==> config.mk <==
export PLATFORM = sky130hd
export DESIGN_NAME = keyboard_matrix_scan_events
export DESIGN_NICKNAME = d
export VERILOG_FILES = /design/src/hw/rtl/kmse_pkg.sv /design/src/hw/rtl/kmse_lane.sv /design/src/hw/rtl/kmse_merge.sv /design/src/hw/rtl/keyboard_matrix_scan_events.sv
export SDC_FILE = /design/constraint.sdc
export NUM_CORES = 1
export LEC_CHECK = 0
export ABC_CLOCK_PERIOD_IN_PS = 5110
export BUFFER_PORTS_ARGS = -buffer_cell sky130_fd_sc_hd__buf_2
export CORE_UTILIZATION = 30
export DETAILED_ROUTE_END_ITERATION = 16
export PLACE_DENSITY_LB_ADDON = 0.15
export SYNTH_ARGS = -nofsm -noshare
export SYNTH_HDL_FRONTEND = slang
export SYNTH_SLANG_ARGS = --single-unit
==> constraint.sdc <==
create_clock -name aclk -period 5.11 [get_ports aclk]
set_input_delay 0.511 -clock aclk [delete_from_list [all_inputs] [get_ports aclk]]
set_output_delay 0.511 -clock aclk [all_outputs]
set_load 0.005 [all_outputs]
==> src/hw/rtl/kmse_pkg.sv <==
package kmse_pkg;

    localparam int unsigned NUM_ROWS = 8;

    localparam logic [7:0] USAGE_ESC    = 8'h29;
    localparam logic [7:0] USAGE_TILDE  = 8'h35;
    localparam logic [7:0] USAGE_LSHIFT = 8'hE1;
    localparam logic [7:0] USAGE_RSHIFT = 8'hE5;

    localparam logic [2:0] LAST_COLUMN = 3'd7;
    localparam logic [2:0] LAYER_ROW   = 3'd6;

    typedef enum logic [1:0] {
        EV_PRESS   = 2'd0,
        EV_RELEASE = 2'd1,
        EV_COMMIT  = 2'd2
    } kmse_kind_t;

    // per-row result of one lane
    typedef struct packed {
        logic       chg;
        logic       down;
        logic [7:0] code;
    } kmse_lane_t;

    // key slot for each matrix position, index {row, column}
    localparam logic [5:0] SLOT_TBL [0:63] = '{
        6'd23, 6'd0,  6'd20, 6'd24, 6'd15, 6'd19, 6'd16, 6'd0,
        6'd50, 6'd52, 6'd49, 6'd51, 6'd43, 6'd46, 6'd45, 6'd41,
        6'd36, 6'd27, 6'd48, 6'd39, 6'd30, 6'd33, 6'd44, 6'd28,
        6'd58, 6'd60, 6'd57, 6'd59, 6'd55, 6'd47, 6'd56, 6'd42,
        6'd22, 6'd26, 6'd21, 6'd25, 6'd14, 6'd18, 6'd17, 6'd53,
        6'd37, 6'd40, 6'd35, 6'd38, 6'd31, 6'd34, 6'd32, 6'd29,
        6'd8,  6'd12, 6'd7,  6'd11, 6'd0,  6'd4,  6'd3,  6'd54,
        6'd9,  6'd13, 6'd6,  6'd10, 6'd1,  6'd5,  6'd2,  6'd0
    };

    localparam logic [7:0] USAGE_L0 [0:60] = '{
        8'h29, 8'h1E, 8'h1F, 8'h20, 8'h21, 8'h22, 8'h23, 8'h24, 8'h25, 8'h26, 8'h27,
        8'h2D, 8'h2E, 8'h2A, 8'h2B, 8'h14, 8'h1A, 8'h08, 8'h15, 8'h17, 8'h1C, 8'h18,
        8'h0C, 8'h12, 8'h13, 8'h2F, 8'h30, 8'h31, 8'h39, 8'h04, 8'h16, 8'h07, 8'h09,
        8'h0A, 8'h0B, 8'h0D, 8'h0E, 8'h0F, 8'h33, 8'h34, 8'h28, 8'hE1, 8'h1D, 8'h1B,
        8'h06, 8'h19, 8'h05, 8'h11, 8'h10, 8'h36, 8'h37, 8'h38, 8'hE5, 8'hE0, 8'h00,
        8'hE2, 8'h2C, 8'hE6, 8'hE7, 8'hE7, 8'hE4
    };

    localparam logic [7:0] USAGE_L1 [0:60] = '{
        8'h35, 8'h3A, 8'h3B, 8'h3C, 8'h3D, 8'h3E, 8'h3F, 8'h40, 8'h41, 8'h42, 8'h43,
        8'h44, 8'h45, 8'h4C, 8'h2B, 8'h14, 8'h1A, 8'h08, 8'h15, 8'h17, 8'h1C, 8'h18,
        8'h49, 8'h12, 8'h13, 8'h2F, 8'h30, 8'h31, 8'h39, 8'h04, 8'h16, 8'h07, 8'h09,
        8'h0A, 8'h50, 8'h51, 8'h52, 8'h4F, 8'h33, 8'h34, 8'h28, 8'hE1, 8'h1D, 8'h1B,
        8'h06, 8'h19, 8'h05, 8'h11, 8'h10, 8'h36, 8'h37, 8'h38, 8'hE5, 8'hE0, 8'h00,
        8'hE2, 8'h2C, 8'hE6, 8'hE7, 8'hE7, 8'hE4
    };

endpackage

==> src/hw/rtl/kmse_lane.sv <==
module kmse_lane (
    input  logic [2:0]         row_idx,
    input  logic [2:0]         column,
    input  logic               sense,
    input  logic               was_down,
    input  logic               layer,
    output kmse_pkg::kmse_lane_t res
);

    logic [5:0] slot;
    logic       now_down;

    assign now_down = ~sense;
    assign slot     = kmse_pkg::SLOT_TBL[{row_idx, column}];

    always_comb begin
        res.chg  = now_down ^ was_down;
        res.down = now_down;
        res.code = layer ? kmse_pkg::USAGE_L1[slot] : kmse_pkg::USAGE_L0[slot];
    end

endmodule

==> src/hw/rtl/kmse_merge.sv <==
module kmse_merge (
    input  logic                   aclk,
    input  logic                   aresetn,
    input  logic                   item_load,
    input  kmse_pkg::kmse_lane_t   lanes [kmse_pkg::NUM_ROWS],
    input  logic                   commit_in,
    output logic                   item_ready,
    output logic                   m_valid,
    output logic [1:0]             m_kind,
    output logic [7:0]             m_code,
    output logic                   m_last,
    input  logic                   m_ready
);

    logic [7:0] pend_reg,  pend_next;
    logic [7:0] down_reg,  down_next;
    logic [7:0] code_reg [kmse_pkg::NUM_ROWS];
    logic       commit_reg, commit_next;
    logic       busy_reg,  busy_next;
    logic       tilde_reg, tilde_next;
    logic [1:0] shift_reg, shift_next;
    logic       ov_reg,    ov_next;
    logic [1:0] okind_reg, okind_next;
    logic [7:0] ocode_reg, ocode_next;
    logic       olast_reg, olast_next;

    logic       has_work, out_ok, step, item_done;
    logic [2:0] sel;
    logic [7:0] sel_code, ev_code;
    logic       sel_down, clear_bit, ev_last;
    kmse_pkg::kmse_kind_t ev_kind;
    logic [7:0] mask_after;
    logic [1:0] shift_upd;

    assign has_work = (|pend_reg) | commit_reg;
    assign out_ok   = ~ov_reg | m_ready;
    assign step     = busy_reg & has_work & out_ok;

    // lowest pending row goes first
    always_comb begin
        sel = 3'd0;
        for (int i = kmse_pkg::NUM_ROWS - 1; i >= 0; i--) begin
            if (pend_reg[i]) sel = 3'(i);
        end
    end

    assign sel_code = code_reg[sel];
    assign sel_down = down_reg[sel];

    always_comb begin
        ev_kind   = kmse_pkg::EV_COMMIT;
        ev_code   = 8'h00;
        clear_bit = 1'b0;
        shift_upd = shift_reg;
        if (|pend_reg) begin
            clear_bit = 1'b1;
            if (sel_down) begin
                ev_kind = kmse_pkg::EV_PRESS;
                ev_code = (sel_code == kmse_pkg::USAGE_ESC && shift_reg != 2'b00)
                          ? kmse_pkg::USAGE_TILDE : sel_code;
                if (ev_code == kmse_pkg::USAGE_LSHIFT) shift_upd[0] = 1'b1;
                if (ev_code == kmse_pkg::USAGE_RSHIFT) shift_upd[1] = 1'b1;
            end else begin
                ev_kind = kmse_pkg::EV_RELEASE;
                if (sel_code == kmse_pkg::USAGE_ESC && !tilde_reg) begin
                    // escape release is preceded by a tilde release
                    ev_code   = kmse_pkg::USAGE_TILDE;
                    clear_bit = 1'b0;
                end else begin
                    ev_code = sel_code;
                    if (ev_code == kmse_pkg::USAGE_LSHIFT) shift_upd[0] = 1'b0;
                    if (ev_code == kmse_pkg::USAGE_RSHIFT) shift_upd[1] = 1'b0;
                end
            end
        end
        mask_after = pend_reg;
        if (clear_bit) mask_after[sel] = 1'b0;
        ev_last = (|pend_reg) ? (mask_after == 8'h00 && !commit_reg) : 1'b1;
    end

    assign item_done  = busy_reg & (~has_work | (step & ev_last));
    assign item_ready = ~busy_reg | item_done;

    always_comb begin
        pend_next   = pend_reg;
        down_next   = down_reg;
        commit_next = commit_reg;
        tilde_next  = tilde_reg;
        busy_next   = busy_reg & ~item_done;
        shift_next  = shift_reg;
        if (step) begin
            shift_next = shift_upd;
            if (|pend_reg) begin
                pend_next  = mask_after;
                tilde_next = ~clear_bit;
            end else begin
                commit_next = 1'b0;
            end
        end
        if (item_load) begin
            for (int i = 0; i < kmse_pkg::NUM_ROWS; i++) begin
                pend_next[i] = lanes[i].chg;
                down_next[i] = lanes[i].down;
            end
            commit_next = commit_in;
            tilde_next  = 1'b0;
            busy_next   = 1'b1;
        end
    end

    always_comb begin
        ov_next    = ov_reg & ~m_ready;
        okind_next = okind_reg;
        ocode_next = ocode_reg;
        olast_next = olast_reg;
        if (step) begin
            ov_next    = 1'b1;
            okind_next = ev_kind;
            ocode_next = ev_code;
            olast_next = ev_last;
        end
    end

    always_ff @(posedge aclk) begin
        if (!aresetn) begin
            busy_reg   <= 1'b0;
            pend_reg   <= '0;
            commit_reg <= 1'b0;
            tilde_reg  <= 1'b0;
            shift_reg  <= '0;
            ov_reg     <= 1'b0;
        end else begin
            busy_reg   <= busy_next;
            pend_reg   <= pend_next;
            commit_reg <= commit_next;
            tilde_reg  <= tilde_next;
            shift_reg  <= shift_next;
            ov_reg     <= ov_next;
        end
    end

    always_ff @(posedge aclk) begin
        down_reg  <= down_next;
        okind_reg <= okind_next;
        ocode_reg <= ocode_next;
        olast_reg <= olast_next;
        if (item_load) begin
            for (int i = 0; i < kmse_pkg::NUM_ROWS; i++) begin
                code_reg[i] <= lanes[i].code;
            end
        end
    end

    assign m_valid = ov_reg;
    assign m_kind  = okind_reg;
    assign m_code  = ocode_reg;
    assign m_last  = olast_reg;

endmodule

==> src/hw/rtl/keyboard_matrix_scan_events.sv <==
// keyboard matrix scan event generator. each request carries one driven column and its
// eight active-low sense lines; eight row lanes compare them against the 64-key pressed
// map in parallel, look up the usage code (layer taken from row 6 column 7) and the map is
// updated as the request is taken. a merge stage then emits press/release events for the
// changed rows in row order, one event per cycle, with shift-escape giving tilde and an
// escape release preceded by a tilde release; a commit event follows a column 7 request
// when anything changed since the last commit. input flow is set by that single event
// serializer: a request occupies it until it has issued all its events, and a new request
// is taken in the cycle the previous one finishes. events sit in an output register, so
// the last event of a request can wait there while the next request is taken; any longer
// stall on the result side holds the serializer and with it the input.
module keyboard_matrix_scan_events (
    input  logic        aclk,
    input  logic        aresetn,
    input  logic        s_axis_tvalid,
    output logic        s_axis_tready,
    input  logic [15:0] s_axis_tdata,   // [2:0] column, [10:3] sense_bits, rest zero
    output logic        m_axis_tvalid,
    input  logic        m_axis_tready,
    output logic [15:0] m_axis_tdata,   // [1:0] event_kind, [9:2] usage_code, rest zero
    output logic        m_axis_tlast
);

    logic [7:0] map_reg [kmse_pkg::NUM_ROWS];   // map_reg[row][column], 1 = pressed
    logic [7:0] map_next [kmse_pkg::NUM_ROWS];
    logic       scan_changed_reg, scan_changed_next;

    logic [2:0] column;
    logic [7:0] sense_bits;
    logic       s_accept, item_ready, any_chg, commit;
    logic [1:0] m_kind;
    logic [7:0] m_code;

    kmse_pkg::kmse_lane_t lanes [kmse_pkg::NUM_ROWS];

    assign column     = s_axis_tdata[2:0];
    assign sense_bits = s_axis_tdata[10:3];
    assign s_axis_tready = item_ready;
    assign s_accept   = s_axis_tvalid & item_ready;

    // one lane per row
    for (genvar r = 0; r < kmse_pkg::NUM_ROWS; r++) begin : g_lane
        logic layer;
        // row 7 of column 7 sees the layer key already updated by row 6
        assign layer = (r == kmse_pkg::NUM_ROWS - 1 && column == kmse_pkg::LAST_COLUMN)
                       ? ~sense_bits[kmse_pkg::LAYER_ROW]
                       : map_reg[kmse_pkg::LAYER_ROW][kmse_pkg::LAST_COLUMN];
        kmse_lane u_lane (
            .row_idx  (3'(r)),
            .column   (column),
            .sense    (sense_bits[r]),
            .was_down (map_reg[r][column]),
            .layer    (layer),
            .res      (lanes[r])
        );
    end

    always_comb begin
        any_chg = 1'b0;
        for (int i = 0; i < kmse_pkg::NUM_ROWS; i++) begin
            any_chg = any_chg | lanes[i].chg;
        end
    end

    assign commit = (column == kmse_pkg::LAST_COLUMN) & (scan_changed_reg | any_chg);

    // map and change flag follow every taken request
    always_comb begin
        map_next          = map_reg;
        scan_changed_next = scan_changed_reg;
        if (s_accept) begin
            for (int i = 0; i < kmse_pkg::NUM_ROWS; i++) begin
                map_next[i][column] = lanes[i].down;
            end
            scan_changed_next = (column == kmse_pkg::LAST_COLUMN)
                                ? 1'b0 : (scan_changed_reg | any_chg);
        end
    end

    always_ff @(posedge aclk) begin
        if (!aresetn) begin
            for (int i = 0; i < kmse_pkg::NUM_ROWS; i++) begin
                map_reg[i] <= '0;
            end
            scan_changed_reg <= 1'b0;
        end else begin
            map_reg          <= map_next;
            scan_changed_reg <= scan_changed_next;
        end
    end

    kmse_merge u_merge (
        .aclk       (aclk),
        .aresetn    (aresetn),
        .item_load  (s_accept),
        .lanes      (lanes),
        .commit_in  (commit),
        .item_ready (item_ready),
        .m_valid    (m_axis_tvalid),
        .m_kind     (m_kind),
        .m_code     (m_code),
        .m_last     (m_axis_tlast),
        .m_ready    (m_axis_tready)
    );

    assign m_axis_tdata = {6'b0, m_code, m_kind};

    // a commit report never carries a usage code
    a_commit_code : assert property (@(posedge aclk) disable iff (!aresetn)
        m_axis_tvalid && m_axis_tdata[1:0] == kmse_pkg::EV_COMMIT |-> m_axis_tdata[9:2] == 8'h00)
        else $error("commit event with nonzero usage code");

    // the unused kind code never leaves the block
    a_kind_legal : assert property (@(posedge aclk) disable iff (!aresetn)
        m_axis_tvalid |-> m_axis_tdata[1:0] != 2'd3)
        else $error("illegal event kind");

    // a column 7 request always closes the scan
    a_scan_close : assert property (@(posedge aclk) disable iff (!aresetn)
        s_accept && column == kmse_pkg::LAST_COLUMN |=> !scan_changed_reg)
        else $error("change flag survived end of scan");

    // the layer row of the map only moves when a request is taken
    a_map_hold : assert property (@(posedge aclk) disable iff (!aresetn)
        !s_accept |=> $stable(map_reg[kmse_pkg::LAYER_ROW]))
        else $error("pressed map changed without a request");

endmodule

==> results of run 1 <==
## final cells by class
| class | instances | area share |
|---|---|---|
| timing repair buffer | 51 | 0.0266 |
| sequential | 160 | 0.338 |
| inverter | 40 | 0.0127 |
| clock inverter | 11 | 0.00875 |
| tap | 455 | 0.0480 |
| clock buffer | 20 | 0.0422 |
| multi-input combinational | 894 | 0.524 |
## worst max path at each step
stage / slack (ns) / to
finish: 0.55 / s_axis_tready
global route: 0.19 / s_axis_tready
CTS: 0.56 / s_axis_tready
detailed placement: 0.77 / u_merge.code_reg[3][0]
global placement: 0.75 / u_merge.code_reg[5][4]
floorplan: 0.55 / u_merge.code_reg[4][0]
## report_power, final
part | internal (mW) | switching, mW | total, mW
Combinational | 0.474 | 0.891 | 1.36
Clock | 0.726 | 0.565 | 1.29
Sequential | 1.63 | 0.123 | 1.76
## metrics by stage
stage | hold WS, ns | std cells | worst slack (ns) | cell area (sq um) | utilization
5_1_grt | 0.377 | 1631 | 0.192 | 11900 | 0.340
3_5_place_dp | 0.449 | 1600 | 0.766 | 11300 | 0.323
2_1_floorplan | 0.434 | 1186 | 0.547 | 10800 | -
3_3_place_gp | 0.445 | 1600 | 0.751 | 11300 | 0.323
6_report | 0.359 | 1631 | 0.554 | 11900 | 0.340
4_1_cts | 0.345 | 1631 | 0.557 | 11900 | 0.340
## layer usage
metal,vias up,global-route usage
met4,0,0.0470
met1,4346,0.264
li1,4286,-
met3,26,0.0211
met5,-,0
met2,206,0.295
## kinds of logic after synthesis
group                    synth area share
adder cells (fa/ha/maj)            0.0754
AO/OA/AOI/OAI                       0.200
flip-flops                          0.373
other                            0.000349
AND/OR/NAND/NOR                     0.157
buffers and inverters              0.0521
multiplexers                        0.133
XOR/XNOR                          0.00814
## cells in the final DEF, fill, tap and decap left out, drive strengths merged, types with 12 or more instances in the layout
cell and count:
a21oi 94, dfxtp 79, buf 51, edfxtp 81, nor4 12, nor3 30, a211oi 16, a22oi 12
o211ai 12, o21ai 71, mux4 16, ha 64, o22ai 13, nand3 21, clkbuf 20, inv 45
nand2 168, nor2 92, mux2i 98, a31oi 16
## worst reg2reg max path, stage by stage (launching register included)
cell       delay [ns]
dfxtp_1          0.84
nor2b_2          0.25
nor2_2           0.25
a21o_1           0.42
a2111oi_0        0.19
nor3_1           0.43
nand2_1          0.20
or4b_1           0.55
buf_4            0.24
a21oi_4          0.19
inv_2            0.04
buf_4            0.35
==> impl_metrics.yaml, run 1 <==
setup_path:
  r2r_start: "u_merge.pend_reg[2]"
  critPathSlowestCell: "dfxtp_1"
  path_class: "reg2out"
  crit_cells: 10
  end_kind: "primary output"
  r2r_slack_ns: 0.73
  regToRegEndpoint: "u_merge.code_reg[0][6]"
  r2r_cells: 11
  cp-startpoint: "u_merge.pend_reg[2]"
  crit_chain: "nor2b_2 > nor2_2 > a21o_1 > a2111oi_0 > nor3_1 > nand2_1 > nor3_1 > o21bai_1 > a21o_1 > buf_2"
  worstPathArrival_ns: 4.05
  critPathLaunchType: "register"
  crit_path_max_incr_delay_ns: 0.84
  crit_fanout: 17
  crit_buf_inv: 1
  cp.required_ns: 4.60
  cpLargestDelayFamily: "simple AND/OR/NAND/NOR gates"
global_route:
  gr-total-overflow: 0
  grt_start_max_net_pins: 71
  grt_first_pass_wirelength_um: 51200
  grt_antenna_before_repair: 0
  grt_pass1_vias: 8480
  grt.total_usage: 0.185
sta:
  fin_crit_sh: 0.892
  hold_viol_final: 0
  setup_violations: 0
  post-route-min-period_ns: 4.56
  setup_tns_ns: 0
  tightest_slew_ns: 0.905
  finalClockSkew_ns: 0.0138
  relSlewSlack: 0.391
  slew_viol_final: 0
  max_freq_ghz: 0.219
  rsz0062_at_grt: "no"
synth:
  synth_area_leaders: "edfxtp_1 23%, dfxtp_1 15%, mux2i_1 9.1%"
  netlist.area_leader.share: 0.226
  ys.flop_type: "edfxtp_1"
  synth_cell_type_count: 82
  synth.ff_latch_count: 160
  yosys_warnings: 0
  synthArstFlopShare: 0
  synth-edff-count: 81
  synth_largest_area_cell: "edfxtp_1"
  netlist_top_cells_count: "168 x nand2_1, 98 x mux2i_1, 90 x nor2_1"
  synth_seq_area_share: 0.373
  synth_cells: 1180
  synth_area_sq_um: 10800
  synth_most_common_cell: "nand2_1"
  syn_area_per_cell_sq_um: 9.12
power:
  power_density_nw_per_um2: 372
  power_mw: 4.41
  vdd_drop_max_mv: 0.208
  cellLeakagePower_nw: 4.75
floorplanning:
  design.core.area_sq_um: 34900
  floorplan.initialDensity: 0.308
  pin_count: 39
  die-height_um: 191
  rows: 68
  fp.dieW_um: 191
  fp.dieArea_sq_um: 36600
clock_network:
  cts_sinks: 160
  clkTransAtPathRegs_ns: 0.07
  clk_latency_ns: 0.44
  cts_buffers: 17
  ctsHtreeMaxLevel: 4
  cts_setup_buffers: 0
  cts_hold_buf: 0
  cts_resized: 0
  cts_root_buffer: "clkbuf_16"
  clockBufferDepth: 2
  cts_tree: "built"
route:
  drtIter0Drc: 661
  drt-vias-per-instance: 5.43
  highest_layer: "met4"
  drc: 0
  dr_total_vias: 8864
  wirelength_um: 33300
  met2_length_um: 15400
  first_pass_iters: 5
  wl_met1_um: 16300
  postRouteAntennaNets: 0
  wire_per_inst_um: 20.4
  met3_length_um: 1180
placed_design:
  port_buffers: 27
  dp_hpwl_um: 23200
  place.gp.congestion: 0.844
cells_and_area:
  n_fill_cell: 3611
  syn2layout_area_growth_pct: 10.3
  nNetsFinal: 1248
  largest_reg_flops: 63
  regArea_sq_um: 4020
  antenna_cells: 0
  multiInputGateArea_sq_um: 6210
  drive_above_1_share: 0.115
outcome:
  status: "finished clean"
hold_path:
  holdPathStages: 3
  hp-class: "in2reg"
  whs_endpoint: "u_merge.busy_reg"
  min_from: "s_axis_tvalid"
run:
  cap_violations: 0
Note: power is estimated with default switching activity, not from simulation.
==> run 2: changes to the inputs <==
- BUFFER_PORTS_ARGS: -buffer_cell sky130_fd_sc_hd__buf_2 -> default
- DONT_BUFFER_PORTS: default -> 1
- SYNTH_HIERARCHICAL: default -> 1
==> impl_metrics.yaml, run 2 <==
hold_path:
  hp-class: "in2reg"
synth:
  yosys_warnings: 6
  synth_most_common_cell: "nand2_1"
  netlist_top_cells_count: "239 x nand2_1, 189 x o21ai_0, 182 x a21oi_1, 182 x nand3_1, 176 x nor2_1"
  synth_area_leaders: "edfxtp_1 11%, ha_1 8.4%, dfxtp_1 6.9%"
  netlist.area_leader.share: 0.109
  synth_largest_area_cell: "edfxtp_1"
  ys.flop_type: "edfxtp_1"
  synth_seq_area_share: 0.179
  synth_cells: 2967
  synth.ff_latch_count: 162
  synth-edff-count: 83
  synth_area_sq_um: 22800
  syn_area_per_cell_sq_um: 7.67
  synth_cell_type_count: 115
  synthArstFlopShare: 0
cells_and_area:
  drive_above_1_share: 0.0842
  nNetsFinal: 2950
  syn2layout_area_growth_pct: 2.43
  largest_reg_flops: 64
  postLayoutCellArea_sq_um: 23300
  n_fill_cell: 7994
  layout_commonest_cell: "nand2_1"
  layout_common_cells: "239 x nand2_1, 189 x o21ai_0, 182 x a21oi_1, 182 x nand3_1, 176 x nor2_1"
  antenna_cells: 0
global_route:
  grt_start_max_net_pins: 309
  gr-total-overflow: 0
  grt_first_pass_wirelength_um: 115000
  grt_antenna_before_repair: 1
  grt_pass1_vias: 20800
  grt.total_usage: 0.178
sta:
  relSlewSlack: 0.0359
  setup_tns_ns: 0
  fin_crit_sh: 0.892
  max_freq_ghz: 0.219
  post-route-min-period_ns: 4.56
  tightest_slew_ns: 1.41
  timing.final.ws_setup_ns: 0.551
  slew_viol_final: 0
  hold_viol_final: 0
  setup_violations: 0
  finalClockSkew_ns: 0.0124
  rsz0062_at_grt: "no"
setup_path:
  worstPathArrival_ns: 4.86
  cp.required_ns: 5.41
  path_class: "reg2reg"
  end_kind: "register"
  crit_fanout: 47
  critPathLaunchType: "register"
route:
  drc: 0
  postRouteAntennaNets: 0
  wire_per_inst_um: 19.2
  wirelength_um: 72200
  first_pass_iters: 6
  dr_total_vias: 22300
  drt-vias-per-instance: 5.94
  drtIter0Drc: 2471
placed_design:
  port_buffers: 0
  place.gp.congestion: 0.869
  dp_hpwl_um: 47300
  place_area_sq_um: 22700
  post-place-ws_ns: 0.583
floorplanning:
  rows: 100
  floorplan.initialDensity: 0.304
  design.core.area_sq_um: 74800
  pin_count: 39
  fp.dieW_um: 277
  die-height_um: 277
  fp.dieArea_sq_um: 77000
clock_network:
  cts_tree: "built"
  cts_buffers: 17
  clk_latency_ns: 0.43
  cts_hold_buf: 0
  cts_resized: 0
  clkTransAtPathRegs_ns: 0.07
  ctsHtreeMaxLevel: 4
  clockBufferDepth: 2
  cts_sinks: 162
  cts_setup_buffers: 0
  cts_root_buffer: "clkbuf_16"
power:
  vdd_drop_max_mv: 0.201
  power_density_nw_per_um2: 248
  power_mw: 5.79
  cellLeakagePower_nw: 8.40
run:
  cap_violations: 0
outcome:
  status: "finished clean"
==> run 2: power breakdown <==
| group | total (mW) | internal (mW) | leakage, nW | switching (mW) |
|---|---|---|---|---|
| Combinational | 2.84 | 1.02 | 6.67 | 1.83 |
| Clock | 1.31 | 0.734 | 0.284 | 0.574 |
| Sequential | 1.64 | 1.56 | 1.45 | 0.0756 |
| Total | 5.79 | 3.31 | 8.40 | 2.48 |
==> run 2: worst paths after layout <==
check / startpoint / end / slack (ns) / depth (start not counted)
setup / recovery: u_merge/pend_reg[2] / u_merge/pend_reg[1] / 0.55 / 13
hold / removal: aresetn / scan_changed_reg / 0.22 / 1
setup reg to reg: u_merge/pend_reg[2] / u_merge/pend_reg[1] / 0.55 / 13
hold reg to reg: map_reg[11] / map_reg[11] / 0.47 / 2
==> run 2: through the flow <==
stage | std cells | hold WS, ns | util
floorplan | 3028 | 0.448 | -
detailed placement | 3728 | 0.465 | 0.304
finish | 3760 | 0.223 | 0.312
global route | 3760 | 0.215 | 0.312
global placement | 3728 | 0.457 | 0.304
CTS | 3760 | 0.205 | 0.312
==> run 2: final cells by class <==
type	instances	area [sq um]	share of cell area
Clock inverter	15	171	0.00735
Sequential cell	162	4080	0.175
Multi-Input combinational cell	2428	16600	0.712
Inverter	122	460	0.0197
Timing Repair Buffer	47	378	0.0162
Clock buffer	17	425	0.0182
Tap cell	969	1210	0.0520
==> run 2: layer usage <==
layer / vias to the layer above / GRT usage / part of all wire
li1: 10800 / - / -
met5: - / 0 / 0
met2: 686 / 0.291 / 0.47
met1: 10800 / 0.251 / 0.47
met4: 0 / 0.0439 / 0.015
met3: 66 / 0.0149 / 0.042
==> run 2: logic make-up after synthesis <==
family	Yosys count	synth area share
compound gates	1115	0.345
simple gates	927	0.210
buf+inv	438	0.102
flops	162	0.179
fa+ha+maj	152	0.0835
mux	139	0.0670
xor+xnor	32	0.0123
other cells	2	0.000330
==> run 2: worst max-delay path, cell delays in order, from the launching register on <==
cell      delay, ns
dfxtp_1        0.53
nor4_1         0.63
o21ai_0        0.41
nor2_1         0.20
a21boi_0       0.10
o211ai_1       0.20
and4b_1        0.26
nor4b_4        0.13
buf_4          0.19
a31oi_1        0.51
and2_4         0.66
inv_1          0.24
a41oi_1        0.25
o41ai_1        0.09
